**src/rtl/core/swrs_pkg.sv**
```systemverilog
`default_nettype none

package swrs_pkg;

  localparam int DEPTH = 16;
  localparam int AW = (DEPTH > 1) ? $clog2(DEPTH) : 1;
  localparam int CW = $clog2(DEPTH + 1);
  localparam int WORD_W = 32;
  localparam int ACT_W = 3;
  localparam int STAT_W = 2;
  localparam int HELD_W = 5;
  localparam int CAP_W = 5;
  // common width for count / capacity compares
  localparam int MW = (CW > CAP_W) ? CW : CAP_W;

  localparam logic [CAP_W-1:0] CAP_RESET = CAP_W'(16);
  localparam logic signed [WORD_W-1:0] EMPTY_WORD = -32'sd1;

  typedef enum logic [ACT_W-1:0] {
    ACT_PUSH    = 3'd0,
    ACT_POP     = 3'd1,
    ACT_PEEK    = 3'd2,
    ACT_REVERSE = 3'd3,
    ACT_SORT    = 3'd4
  } action_t;

  typedef enum logic [STAT_W-1:0] {
    ST_OK        = 2'd0,
    ST_OVERFLOW  = 2'd1,
    ST_UNDERFLOW = 2'd2
  } status_t;

  typedef enum logic [1:0] {
    S_IDLE,
    S_READ,
    S_WALK
  } core_state_t;

  typedef enum logic [2:0] {
    W_IDLE,
    W_RD0,
    W_RD1,
    W_CMP,
    W_WR1
  } walk_state_t;

  typedef struct packed {
    logic          start;
    logic          sort;
    logic [CW-1:0] count;
  } walk_cmd_t;

  typedef struct packed {
    logic [AW-1:0]     rd_addr;
    logic              wr_en;
    logic [AW-1:0]     wr_addr;
    logic [WORD_W-1:0] wr_data;
  } ram_req_t;

endpackage

`default_nettype wire

```
**src/rtl/core/swrs_in_if.sv**
```systemverilog
`default_nettype none

interface swrs_in_if;
  logic                                valid;
  logic                                ready;
  logic [swrs_pkg::ACT_W-1:0]          action;
  logic signed [swrs_pkg::WORD_W-1:0]  push_value;

  modport source (output valid, output action, output push_value, input ready);
  modport sink (input valid, input action, input push_value, output ready);
endinterface

`default_nettype wire

```
**src/rtl/core/swrs_out_if.sv**
```systemverilog
`default_nettype none

interface swrs_out_if;
  logic                                valid;
  logic                                ready;
  logic signed [swrs_pkg::WORD_W-1:0]  read_value;
  logic [swrs_pkg::STAT_W-1:0]         status;
  logic [swrs_pkg::HELD_W-1:0]         entries_held;

  modport source (output valid, output read_value, output status, output entries_held,
                  input ready);
  modport sink (input valid, input read_value, input status, input entries_held,
                output ready);
endinterface

`default_nettype wire

```
**src/rtl/core/stack_with_reverse_and_sort_core.sv**
```systemverilog
// Push, empty pop or peek, and no-op requests: result loads in the cycle after accept.
// Pop and peek on a held word: result loads from the S_READ state (one registered store read).
// Reverse of n words swaps floor(n/2) pairs; sort takes up to n passes over n-1 adjacent pairs,
// one pair at a time through the single compare unit and the one store read port.
// One request in flight; the next is taken once the core is idle and the result slot is free.
// Reset (rst, synchronous): empties the stack, capacity returns to 16, the result slot clears.
`default_nettype none

module stack_with_reverse_and_sort_core (
  input  wire logic                           clk,
  input  wire logic                           rst,
  swrs_in_if.sink                             req,
  swrs_out_if.source                          rsp,
  input  wire logic                           cfg_we,
  input  wire logic [swrs_pkg::CAP_W-1:0]     cfg_data
);

  swrs_pkg::core_state_t        state, state_next;
  logic [swrs_pkg::CW-1:0]      count;
  logic [swrs_pkg::CAP_W-1:0]   cap;
  logic                         is_pop;

  logic                         rsp_valid;
  logic [swrs_pkg::WORD_W-1:0]  rsp_value;
  swrs_pkg::status_t            rsp_status;
  logic [swrs_pkg::HELD_W-1:0]  rsp_held;

  logic                         accept;
  logic                         slot_free;
  logic [swrs_pkg::MW-1:0]      cap_eff;
  logic                         full;
  logic                         empty;
  logic                         many;
  logic                         is_push, is_read, is_walk;
  logic                         push_ok;
  logic                         load_now;

  swrs_pkg::walk_cmd_t          walk_cmd;
  swrs_pkg::ram_req_t           walk_ram;
  swrs_pkg::ram_req_t           ram;
  logic                         walk_done;
  logic [swrs_pkg::WORD_W-1:0]  rd_data;

  // Effective capacity saturates at the store depth
  assign cap_eff = (swrs_pkg::MW'(cap) > swrs_pkg::MW'(swrs_pkg::DEPTH))
                 ? swrs_pkg::MW'(swrs_pkg::DEPTH) : swrs_pkg::MW'(cap);
  assign full  = swrs_pkg::MW'(count) >= cap_eff;
  assign empty = (count == '0);
  assign many  = (count > swrs_pkg::CW'(1));

  assign is_push = (req.action == swrs_pkg::ACT_PUSH);
  assign is_read = (req.action == swrs_pkg::ACT_POP) || (req.action == swrs_pkg::ACT_PEEK);
  assign is_walk = (req.action == swrs_pkg::ACT_REVERSE) || (req.action == swrs_pkg::ACT_SORT);

  // Result slot frees when its current word is taken this cycle
  assign slot_free = !rsp_valid || rsp.ready;
  assign accept    = req.valid && req.ready;
  assign push_ok   = accept && is_push && !full;

  // Requests that finish on the accept edge: push, empty reads, short walks, unknown actions
  assign load_now = accept && !(is_read && !empty) && !(is_walk && many);

  // Next state
  always_comb begin
    state_next = state;
    case (state)
      swrs_pkg::S_IDLE: begin
        if (accept && is_read && !empty) begin
          state_next = swrs_pkg::S_READ;
        end else if (accept && is_walk && many) begin
          state_next = swrs_pkg::S_WALK;
        end
      end
      swrs_pkg::S_READ: state_next = swrs_pkg::S_IDLE;
      swrs_pkg::S_WALK: begin
        if (walk_done) begin
          state_next = swrs_pkg::S_IDLE;
        end
      end
      default: state_next = swrs_pkg::S_IDLE;
    endcase
  end

  // Control outputs and store port steering
  always_comb begin
    req.ready      = 1'b0;
    walk_cmd.start = 1'b0;
    walk_cmd.sort  = (req.action == swrs_pkg::ACT_SORT);
    walk_cmd.count = count;
    // In idle, keep the top word addressed so a pop has it in the read register in the next cycle
    ram.rd_addr    = swrs_pkg::AW'(count - swrs_pkg::CW'(1));
    ram.wr_en      = 1'b0;
    ram.wr_addr    = swrs_pkg::AW'(count);
    ram.wr_data    = req.push_value;
    case (state)
      swrs_pkg::S_IDLE: begin
        req.ready      = slot_free;
        walk_cmd.start = accept && is_walk && many;
        ram.wr_en      = push_ok;
      end
      swrs_pkg::S_WALK: ram = walk_ram;
      default: ram.wr_en = 1'b0;
    endcase
  end

  swrs_ram #(
    .WIDTH (swrs_pkg::WORD_W),
    .DEPTH (swrs_pkg::DEPTH)
  ) u_store (
    .clk     (clk),
    .wr_en   (ram.wr_en),
    .wr_addr (ram.wr_addr),
    .wr_data (ram.wr_data),
    .rd_addr (ram.rd_addr),
    .rd_data (rd_data)
  );

  swrs_walker u_walker (
    .clk     (clk),
    .rst     (rst),
    .cmd     (walk_cmd),
    .rd_data (rd_data),
    .ram     (walk_ram),
    .done    (walk_done)
  );

  // Control registers: state, count, capacity, result valid
  always_ff @(posedge clk) begin
    if (rst) begin
      state     <= swrs_pkg::S_IDLE;
      count     <= '0;
      cap       <= swrs_pkg::CAP_RESET;
      rsp_valid <= 1'b0;
    end else begin
      state <= state_next;
      if (cfg_we) begin
        cap <= cfg_data;
      end
      if (push_ok) begin
        count <= count + swrs_pkg::CW'(1);
      end else if ((state == swrs_pkg::S_READ) && is_pop) begin
        count <= count - swrs_pkg::CW'(1);
      end
      if (load_now || (state == swrs_pkg::S_READ) || walk_done) begin
        rsp_valid <= 1'b1;
      end else if (rsp.ready) begin
        rsp_valid <= 1'b0;
      end
    end
  end

  // Result payload; hold until the next load
  always_ff @(posedge clk) begin
    if (accept) begin
      is_pop <= (req.action == swrs_pkg::ACT_POP);
    end
    if (load_now) begin
      if (is_push) begin
        rsp_value <= '0;
        if (full) begin
          rsp_status <= swrs_pkg::ST_OVERFLOW;
          rsp_held   <= swrs_pkg::HELD_W'(count);
        end else begin
          rsp_status <= swrs_pkg::ST_OK;
          rsp_held   <= swrs_pkg::HELD_W'(count + swrs_pkg::CW'(1));
        end
      end else if (is_read) begin
        rsp_value  <= swrs_pkg::EMPTY_WORD;
        rsp_status <= swrs_pkg::ST_UNDERFLOW;
        rsp_held   <= swrs_pkg::HELD_W'(count);
      end else begin
        rsp_value  <= '0;
        rsp_status <= swrs_pkg::ST_OK;
        rsp_held   <= swrs_pkg::HELD_W'(count);
      end
    end else if (state == swrs_pkg::S_READ) begin
      rsp_value  <= rd_data;
      rsp_status <= swrs_pkg::ST_OK;
      rsp_held   <= is_pop ? swrs_pkg::HELD_W'(count - swrs_pkg::CW'(1))
                           : swrs_pkg::HELD_W'(count);
    end else if (walk_done) begin
      rsp_value  <= '0;
      rsp_status <= swrs_pkg::ST_OK;
      rsp_held   <= swrs_pkg::HELD_W'(count);
    end
  end

  assign rsp.valid        = rsp_valid;
  assign rsp.read_value   = rsp_value;
  assign rsp.status       = rsp_status;
  assign rsp.entries_held = rsp_held;

`ifndef SYNTH
  // Count never runs past the store depth
  a_count_bound: assert property (@(posedge clk) disable iff (rst)
    swrs_pkg::MW'(count) <= swrs_pkg::MW'(swrs_pkg::DEPTH))
    else $error("entry count above store depth");

  // Every accepted request either has its result loaded or keeps the core busy
  a_accept_progress: assert property (@(posedge clk) disable iff (rst)
    accept |=> (rsp_valid || (state != swrs_pkg::S_IDLE)))
    else $error("accepted request left no result and no work");

  // Walker finishes only while the core waits on it
  a_walk_done: assert property (@(posedge clk) disable iff (rst)
    walk_done |-> (state == swrs_pkg::S_WALK))
    else $error("walker done outside walk state");

  // A pop of a held word lowers the count by one when the core leaves the S_READ state
  a_pop_count: assert property (@(posedge clk) disable iff (rst)
    (accept && (req.action == swrs_pkg::ACT_POP) && !empty)
      |=> ##1 (count == $past(count, 2) - swrs_pkg::CW'(1)))
    else $error("pop did not lower the count");
`endif

endmodule

`default_nettype wire

```
**src/rtl/core/swrs_ram.sv**
```systemverilog
`default_nettype none

module swrs_ram #(
  parameter int WIDTH = 32,
  parameter int DEPTH = 16
) (
  input  wire logic                                  clk,
  input  wire logic                                  wr_en,
  input  wire logic [((DEPTH > 1) ? $clog2(DEPTH) : 1)-1:0] wr_addr,
  input  wire logic [WIDTH-1:0]                      wr_data,
  input  wire logic [((DEPTH > 1) ? $clog2(DEPTH) : 1)-1:0] rd_addr,
  output      logic [WIDTH-1:0]                      rd_data
);

  logic [WIDTH-1:0] mem [DEPTH];

  always_ff @(posedge clk) begin
    if (wr_en) begin
      mem[wr_addr] <= wr_data;
    end
    rd_data <= mem[rd_addr];
  end

endmodule

`default_nettype wire

```
**src/rtl/core/swrs_walker.sv**
```systemverilog
`default_nettype none

// Pair walker: visits address pairs (lo, hi), reads both, and writes them
// back swapped. Reverse swaps every pair moving inward; sort runs bubble
// passes over adjacent pairs, swapping when the lower slot holds the smaller
// word, until a pass makes no swap.
module swrs_walker (
  input  wire logic                          clk,
  input  wire logic                          rst,
  input  wire swrs_pkg::walk_cmd_t           cmd,
  input  wire logic [swrs_pkg::WORD_W-1:0]   rd_data,
  output      swrs_pkg::ram_req_t            ram,
  output      logic                          done
);

  swrs_pkg::walk_state_t         state, state_next;
  logic                          sort, sort_next;
  logic [swrs_pkg::AW-1:0]       lo, lo_next;
  logic [swrs_pkg::AW-1:0]       hi, hi_next;
  logic [swrs_pkg::AW-1:0]       last, last_next;
  logic                          swapped, swapped_next;
  logic [swrs_pkg::WORD_W-1:0]   word_a;
  logic                          do_swap;
  logic                          pair_end;
  logic                          finish;

  // shared compare: swap when the lower slot is smaller (signed)
  assign do_swap = !sort || ($signed(word_a) < $signed(rd_data));

  assign pair_end = ((state == swrs_pkg::W_CMP) && !do_swap) || (state == swrs_pkg::W_WR1);

  always_comb begin
    if (sort) begin
      finish = (hi == last) && !swapped;
    end else begin
      finish = ((hi - lo) <= swrs_pkg::AW'(2));
    end
  end

  // next state
  always_comb begin
    state_next   = state;
    sort_next    = sort;
    lo_next      = lo;
    hi_next      = hi;
    last_next    = last;
    swapped_next = swapped;
    case (state)
      swrs_pkg::W_IDLE: begin
        if (cmd.start) begin
          sort_next    = cmd.sort;
          last_next    = swrs_pkg::AW'(cmd.count - swrs_pkg::CW'(1));
          lo_next      = '0;
          hi_next      = cmd.sort ? swrs_pkg::AW'(1)
                                  : swrs_pkg::AW'(cmd.count - swrs_pkg::CW'(1));
          swapped_next = 1'b0;
          state_next   = swrs_pkg::W_RD0;
        end
      end
      swrs_pkg::W_RD0: state_next = swrs_pkg::W_RD1;
      swrs_pkg::W_RD1: state_next = swrs_pkg::W_CMP;
      swrs_pkg::W_CMP: begin
        if (do_swap) begin
          state_next = swrs_pkg::W_WR1;
          if (sort) begin
            swapped_next = 1'b1;
          end
        end
      end
      swrs_pkg::W_WR1: state_next = swrs_pkg::W_RD0;
      default: state_next = swrs_pkg::W_IDLE;
    endcase

    if (pair_end) begin
      if (finish) begin
        state_next = swrs_pkg::W_IDLE;
      end else begin
        state_next = swrs_pkg::W_RD0;
        if (sort) begin
          if (hi == last) begin
            // start another pass
            lo_next      = '0;
            hi_next      = swrs_pkg::AW'(1);
            swapped_next = 1'b0;
          end else begin
            lo_next = lo + swrs_pkg::AW'(1);
            hi_next = hi + swrs_pkg::AW'(1);
          end
        end else begin
          lo_next = lo + swrs_pkg::AW'(1);
          hi_next = hi - swrs_pkg::AW'(1);
        end
      end
    end
  end

  // outputs
  always_comb begin
    ram.rd_addr = lo;
    ram.wr_en   = 1'b0;
    ram.wr_addr = lo;
    ram.wr_data = rd_data;
    case (state)
      swrs_pkg::W_RD0: ram.rd_addr = lo;
      swrs_pkg::W_RD1: ram.rd_addr = hi;
      swrs_pkg::W_CMP: begin
        ram.wr_en   = do_swap;
        ram.wr_addr = lo;
        ram.wr_data = rd_data;
      end
      swrs_pkg::W_WR1: begin
        ram.wr_en   = 1'b1;
        ram.wr_addr = hi;
        ram.wr_data = word_a;
      end
      default: ram.rd_addr = lo;
    endcase
    done = pair_end && finish;
  end

  always_ff @(posedge clk) begin
    if (rst) begin
      state   <= swrs_pkg::W_IDLE;
      swapped <= 1'b0;
    end else begin
      state   <= state_next;
      swapped <= swapped_next;
    end
    sort <= sort_next;
    lo   <= lo_next;
    hi   <= hi_next;
    last <= last_next;
    if (state == swrs_pkg::W_RD1) begin
      word_a <= rd_data;
    end
  end

endmodule

`default_nettype wire
```
**src/flat_wrapper.sv**
```systemverilog
// flat-port wrapper written by rule: the top's interface ports become plain ports
module stack_with_reverse_and_sort_core_flat 
  (clk, rst, cfg_we, cfg_data, req_valid, req_action, req_push_value, req_ready, rsp_valid, rsp_read_value, rsp_status, rsp_entries_held, rsp_ready);
  swrs_in_if req_i ();
  swrs_out_if rsp_i ();
  input  wire logic clk;
  input  wire logic rst;
  input  wire logic cfg_we;
  input  wire logic [swrs_pkg::CAP_W-1:0] cfg_data;
  input wire logic [$bits(req_i.valid)-1:0] req_valid;
  input wire logic [$bits(req_i.action)-1:0] req_action;
  input wire logic [$bits(req_i.push_value)-1:0] req_push_value;
  output wire logic [$bits(req_i.ready)-1:0] req_ready;
  output wire logic [$bits(rsp_i.valid)-1:0] rsp_valid;
  output wire logic [$bits(rsp_i.read_value)-1:0] rsp_read_value;
  output wire logic [$bits(rsp_i.status)-1:0] rsp_status;
  output wire logic [$bits(rsp_i.entries_held)-1:0] rsp_entries_held;
  input wire logic [$bits(rsp_i.ready)-1:0] rsp_ready;
  assign req_i.valid = req_valid;
  assign req_i.action = req_action;
  assign req_i.push_value = req_push_value;
  assign req_ready = req_i.ready;
  assign rsp_valid = rsp_i.valid;
  assign rsp_read_value = rsp_i.read_value;
  assign rsp_status = rsp_i.status;
  assign rsp_entries_held = rsp_i.entries_held;
  assign rsp_i.ready = rsp_ready;
  stack_with_reverse_and_sort_core u_core (.clk(clk), .rst(rst), .req(req_i), .rsp(rsp_i), .cfg_we(cfg_we), .cfg_data(cfg_data));
endmodule
```
**config.mk**
```make
export PLATFORM = sky130hd
export DESIGN_NAME = stack_with_reverse_and_sort_core_flat
export DESIGN_NICKNAME = d
export VERILOG_FILES = /design/src/rtl/core/swrs_pkg.sv /design/src/rtl/core/swrs_in_if.sv /design/src/rtl/core/swrs_out_if.sv /design/src/rtl/core/stack_with_reverse_and_sort_core.sv /design/src/rtl/core/swrs_ram.sv /design/src/rtl/core/swrs_walker.sv /design/src/flat_wrapper.sv
export SDC_FILE = /design/constraint.sdc
export NUM_CORES = 1
export LEC_CHECK = 0
export ABC_AREA = 1
export BUFFER_PORTS_ARGS = -buffer_cell sky130_fd_sc_hd__buf_4
export CAP_MARGIN = 10
export CELL_PAD_IN_SITES_DETAIL_PLACEMENT = 0
export CELL_PAD_IN_SITES_GLOBAL_PLACEMENT = 1
export CORE_MARGIN = 2
export CORE_UTILIZATION = 48
export CTS_BUF_LIST = sky130_fd_sc_hd__clkbuf_8
export CTS_CLUSTER_DIAMETER = 80
export DETAILED_ROUTE_END_ITERATION = 8
export PLACE_DENSITY = 0.89
export SYNTH_ARGS = -nofsm -noshare
export SYNTH_HDL_FRONTEND = slang
export SYNTH_SLANG_ARGS = --single-unit
```
**constraint.sdc**
```tcl
create_clock -name clk -period 3.9 [get_ports clk]
set_clock_uncertainty 0.1 [all_clocks]
set_input_delay 0.585 -clock clk [delete_from_list [all_inputs] [get_ports clk]]
set_output_delay 0.585 -clock clk [all_outputs]
set_load 0.02 [all_outputs]
```
# Word level (Yosys, flattened, before mapping)

Memory sizes are Yosys's and may differ from the RTL's. A register that Yosys moved wholly into a read port is not among the register bits.
Cells that the tools add are included.

Memories kept: 1
ROM bits: 0
Output and inout port bits: 41
Register bits after elaboration: 102
Bits in writable memories: 512
Latch bits: 0
Input bits: 45
Logic and storage cells: 143

Multiplexer cells: 61
Shifts and indexed selects: 0
Bitwise gates (word level): 0
$lt $le $gt $ge: 5
Divide/modulo/power cells: 0
$add $sub $neg: 6
Multipliers: 0
Equal/unequal tests: 15
Reduce and logical (&&, ||, !) cells: 40

Memories:

| memory             | words | width | rd ports | clocked after Yosys merged registers in | wr ports | RTL line       | RTL |
|---|---|---|---|---|---|---|---|
| u_core.u_store.mem | 16    | 32    | 1        | 1                                       | 1        | swrs_ram.sv:15 | `logic [WIDTH-1:0] mem [DEPTH];` |

Operators by type and width:

| cell                | number |
|---|---|
| $mux 32             | 5 |
| $pmux 37 s2         | 1 |
| $mux 4              | 15 |
| $mux 5              | 9 |
| $mux 36             | 1 |
| $lt 32x32->1        | 1 |
| $mux 1              | 16 |
| $logic_and 1x1->1   | 15 |
| $pmux 3 s5          | 1 |
| $mux 2              | 7 |
| $eq 3x2->1 const B  | 4 |
| $mux 3              | 3 |
| $add 4x1->4 const B | 2 |
| $logic_not 1->1     | 8 |
| $logic_or 1x1->1    | 7 |
| $eq 3x1->1 const B  | 2 |
| $eq 3x3->1 const B  | 2 |
| $logic_not 3->1     | 2 |
| $ne 3x3->1 const B  | 2 |
| $reduce_and 2->1    | 3 |
| $add 5x1->5 const B | 1 |
| $ge 5x5->1          | 1 |
| $gt 5x1->1 const B  | 1 |
| $gt 5x5->1 const B  | 1 |
| other kinds (15)    | 17 |

# Logic depth before layout (Yosys ltp)

Depth after elaboration: 13
Gate-level depth with buffers: 20
Gate-level depth less buffers: 20

# Cells and area by module

From an unflattened synthesis, not the netlist that was laid out.

Cells, all modules: 2,943
Area, all modules: 29,369.4 um^2

Modules (own cells, without submodules):

| module                           | instances | sequential area each (um^2) | area an instance (um^2) | cells each |
|---|---|---|---|---|
| swrs_ram                         | 1         | 16,015.4                    | 22,730.6                | 2,120 |
| swrs_walker                      | 1         | 1,351.3                     | 3,395.8                 | 424 |
| stack_with_reverse_and_sort_core | 1         | 1,461.4                     | 3,243.1                 | 399 |

# Worst setup path after synthesis

Ideal clock, no wire load.

Path kind: input-to-reg
Start point: input port rsp_ready
End point: memory u_core.u_store.mem[0][0] (enable)
Setup slack: 0.045 ns
Required time: 3.379 ns
Library setup time: 0.421 ns
Buffers on the path: 0
Arrival time: 3.334 ns
Stages on the path: 9
Cells stage by stage: inv_1 > nand2_1 > nor3b_1 > nand2_1 > inv_2 > nand2_1 > nand2_1 > nand2_1 > nor2_1

Longest elaborated chain between the ends: 8

RTL lines:

| item                           | RTL line                               | RTL |
|---|---|---|
| start: declaration             | flat_wrapper.sv:18                     | `input wire logic [$bits(rsp_i.ready)-1:0] rsp_ready;` |
| $logic_or 1x1->1               | stack_with_reverse_and_sort_core.sv:56 | `assign slot_free = !rsp_valid \|\| rsp.ready;` |
| $mux 1                         | stack_with_reverse_and_sort_core.sv:95 | `case (state)` |
| named net req_ready            | flat_wrapper.sv:13                     | `output wire logic [$bits(req_i.ready)-1:0] req_ready;` |
| $logic_and 1x1->1              | stack_with_reverse_and_sort_core.sv:57 | `assign accept = req.valid && req.ready;` |
| named net u_core.accept        | stack_with_reverse_and_sort_core.sv:28 | `logic accept;` |
| $logic_and 1x1->1 (2 in a row) | stack_with_reverse_and_sort_core.sv:58 | `assign push_ok = accept && is_push && !full;` |
| $pmux 1 s2                     | stack_with_reverse_and_sort_core.sv:95 |  |
| $mux 1                         | swrs_ram.sv:18                         | `if (wr_en) begin` |
| $mux 1 (not written as such)   | swrs_ram.sv:19                         | `mem[wr_addr] <= wr_data;` |
| end: declaration               | swrs_ram.sv:15                         |  |

The timed path passes the listed nets, and every way through them passes these cells.

# Worst setup path after layout

Start point: register u_core.cap[4] in the netlist's numbering
End point: memory u_core.u_store.mem[0][30] (enable)

Longest elaborated chain between the ends: 8

RTL lines:

| item                           | RTL line                                | RTL |
|---|---|---|
| start: declaration             | stack_with_reverse_and_sort_core.sv:20  | `logic [swrs_pkg::CAP_W-1:0] cap;` |
| start signal: assignment       | stack_with_reverse_and_sort_core.sv:132 | `cap <= swrs_pkg::CAP_RESET;` |
| start signal: assignment       | stack_with_reverse_and_sort_core.sv:137 | `cap <= cfg_data;` |
| $gt 5x5->1                     | stack_with_reverse_and_sort_core.sv:45  | `assign cap_eff = (swrs_pkg::MW'(cap) > swrs_pkg::MW'(swrs_pkg::DEPTH))` |
| $mux 5 *                       | stack_with_reverse_and_sort_core.sv:46  | `? swrs_pkg::MW'(swrs_pkg::DEPTH) : swrs_pkg::MW'(cap);` |
| $ge 5x5->1 *                   | stack_with_reverse_and_sort_core.sv:47  | `assign full = swrs_pkg::MW'(count) >= cap_eff;` |
| $logic_not 1->1 *              | stack_with_reverse_and_sort_core.sv:58  |  |
| $logic_and 1x1->1 *            | stack_with_reverse_and_sort_core.sv:58  |  |
| $pmux 1 s2 *                   | stack_with_reverse_and_sort_core.sv:95  |  |
| $mux 1 *                       | swrs_ram.sv:18                          |  |
| $mux 1 (not written as such) * | swrs_ram.sv:19                          |  |

Every way passes the cells marked *; elsewhere a longest branch is shown, timed or not.

==> impl_metrics.toml <==
[layout]
layout_common_cells = "589 x edfxtp_1, 262 x nand2_1, 229 x inv_1"
syn_to_final_growth_pct = 13.25
regArea_um2 = 18830
drive_gt1_share_pct = 13.35
final_nets = 2466
fin_cells = 3214
multi_input_area_um2 = 7038
final_common_cell = "edfxtp_1"
n_fill_cell = 4583

[global_routing]
track_usage_pct = 22.59
grt.busiest_layer = "met2"
grt_overflow = 0
grt_pass1_wl_mm = 103.0
antenna_found_initial = 5
grt_max_degree = 161
grt_util_met3_pct = 3.899
grt_pass1_vias = 17830
use_met2_pct = 36.74
grt.met1_usage_pct = 30.48

[setup_path]
crit_fanout = 21
critPathLaunch = "u_core.cap[4]"
endpoint_kind = "flop"
cpLargestDelayFamily = "simple AND/OR/NAND/NOR gates"
crit_arrival_ps = 3690
startpoint_type = "flop"
critPathBufInv = 3
cpPeakStageDelay_ps = 420
r2r_slack_ps = 430
cpMostUsedCell = "nand2_1"
r2r-start = "u_core.cap[4]"
path_class = "flop to flop"
cp_cell_sequence = "inv_1 -> nand2_1 -> ha_1 -> nand2_1 -> inv_1 -> o21ai_1 -> o2111ai_1 -> nor3_1 -> nand2_1 -> nand2_1 -> nand2_1 -> nor2_4 -> buf_4"
slowest_stage = "buf_4"
cp.required_ps = 4120

[timing]
slew_headroom_pct = 37.30
period_share_pct = 88.88
drv_slew = 0
finalHoldViolations = 0
period_minus_slack_ps = 3466
setup_viol = 0
max_freq_ghz = 0.2885
grt_setup_unrepaired = "no"
worst_slew_pin_slew_ps = 939.5
setup_tns_ps = 0

[outcome]
status = "complete, no violations"

[placed_design]
dp_hpwl_mm = 39.57
numPortBuffers = 85
dp.cells = 3027
gp_congestion = 0.9439

[logic_synthesis]
syn_nets = 2339
yosys_register_bits = 646
ys.flop_type = "edfxtp_1"
ys_seq_area_share_pct = 69.01
synth_edf_count = 589
synth.area.top_cells = "edfxtp_1 65%, dfxtp_1 4.2%, o21ai_0 3.7%, nand2_1 3.6%, a21oi_1 3.5%"
async_reset_ff_share_pct = 0
synth.avg_cell_area_um2 = 12.14
synth_top_cell_by_area = "edfxtp_1"
yosys.area.top_type_share_pct = 64.82
syn_inst = 2247
yosysUniqueCellTypes = 41
synthesis.area_um2 = 27280
yosys_warnings = 0

[die]
core_um2 = 56280
die_x_um = 242.4
io_pins = 86
die_y_um = 242.4
rows = 87
die_area_um2 = 58770
initial_core_util_pct = 48.48

[routing]
drtIter0Drc = 2188
via_per_inst = 5.734
vias = 18430
firstDrtPassIters = 6
ant_nets = 0
drc_errors = 0
wire_per_inst_um = 20.96
wl_mm = 67.36

[cts]
h-tree-depth = 3
cts.clk_slew.worst_paths_ps = 60
worstSkewPairLatency_ps = 700
postCtsSetupBuffers = 0
cts_buffers = 97
clockBufferDepth = 3
cts_tree = "done"
cts_root_buf = "clkbuf_8"
cts_num_sinks = 646

[worst_hold_path]
hold_path_startpoint = "cfg_data[1]"
hold_class = "input pin to flop"

[power]
peakVddDrop_uv = 253.8
power.density_nw_per_um2 = 540.7
p_leak_nw = 11.46

[flow_run]
cap_violations = 0
## tightest hold or removal path, delay by kind of cell
family / cells / cell delay [ps]
buffers and inverters: 1 / 80
and+or+nand+nor: 2 / 130
## state kept, by name, summed over array words and instances, names as in the netlist, 2 cells and up
register	cells
u_core.rsp.status	2
u_core.u_walker.last	4
u_core.u_walker.lo	4
u_core.state	2
u_core.rsp.entries_held	5
u_core.u_store.rd_data	32
u_core.u_walker.hi	4
u_core.u_walker.word_a	32
u_core.u_store.mem	512
u_core.cap	5
u_core.count	5
u_core.rsp.read_value	32
u_core.u_walker.state	3
## synth_stat cells (all sizes together), types with 9 or more instances
cell	instances
edfxtp	589
o21ai	360
nand2	266
inv	199
a21oi	193
nor2	134
buf	78
o221ai	71
clkbuf	65
o211ai	62
dfxtp	57
ha	46
o32ai	32
nand3	29
o22ai	27
xor2	13
nor3	9
## final timing paths
kind	endpoint	cells after the start
worst min register to register	u_core.u_walker.word_a[15]	0
worst min-delay path	u_core.cap[1]	3
worst max register to register	u_core.u_store.mem[0][30]	13
worst max-delay path	u_core.u_store.mem[0][30]	13
## metrics by stage
step	instance area [um2]	power, mW	hold WS (ps)	setup WS [ps]	util (%)
after floorplan	27280	10.53	324.9	44.51	-
after global placement	29040	11.51	331.1	680.3	51.60
after detailed placement	29040	11.62	335.6	550.1	51.60
after CTS	30900	16.76	7.212	515.0	54.90
after global routing	30900	17.45	54.71	333.8	54.90
final	30900	16.71	44.92	433.6	54.91
## logic make-up after synthesis
| logic type | after synthesis | share of synthesized area [%] |
|---|---|---|
| AOI/OAI and AO/OA | 751 | 16.08 |
| DFF | 646 | 69.01 |
| and+or+nand+nor | 445 | 6.553 |
| buffers and inverters | 343 | 5.700 |
| adders and majority gates | 47 | 2.183 |
| xor gates and xnor gates | 15 | 0.4815 |
## cell type report
class                   instances  share of cell area [%]
diodes                          1                0.008098
well taps                     756                   3.061
multi-input cells            1258                   22.78
inverters                     200                   2.458
repair buffers                171                   4.875
flip-flops and latches        646                   60.93
clock inverters                81                   1.393
clock buffers                 101                   4.499
## layer usage
layer  vias up  wire length (um)
met4         0              1879
li1       8534                 -
met2       891             32210
met1      8871             27280
met3       134              5996
met5         -                 0
## where the power goes
group / total (mW) / switching, mW / internal, mW
Combinational: 3.18 / 2.15 / 1.03
Sequential: 8.36 / 0.292 / 8.06
Clock: 5.17 / 2.56 / 2.61
## repair_timing
item,4_1_cts,5_1_grt
resized for setup,0,0
hold buffers,4,0
endpoints found under the hold margin,3,0
Power figures use the tool's default switching activity.
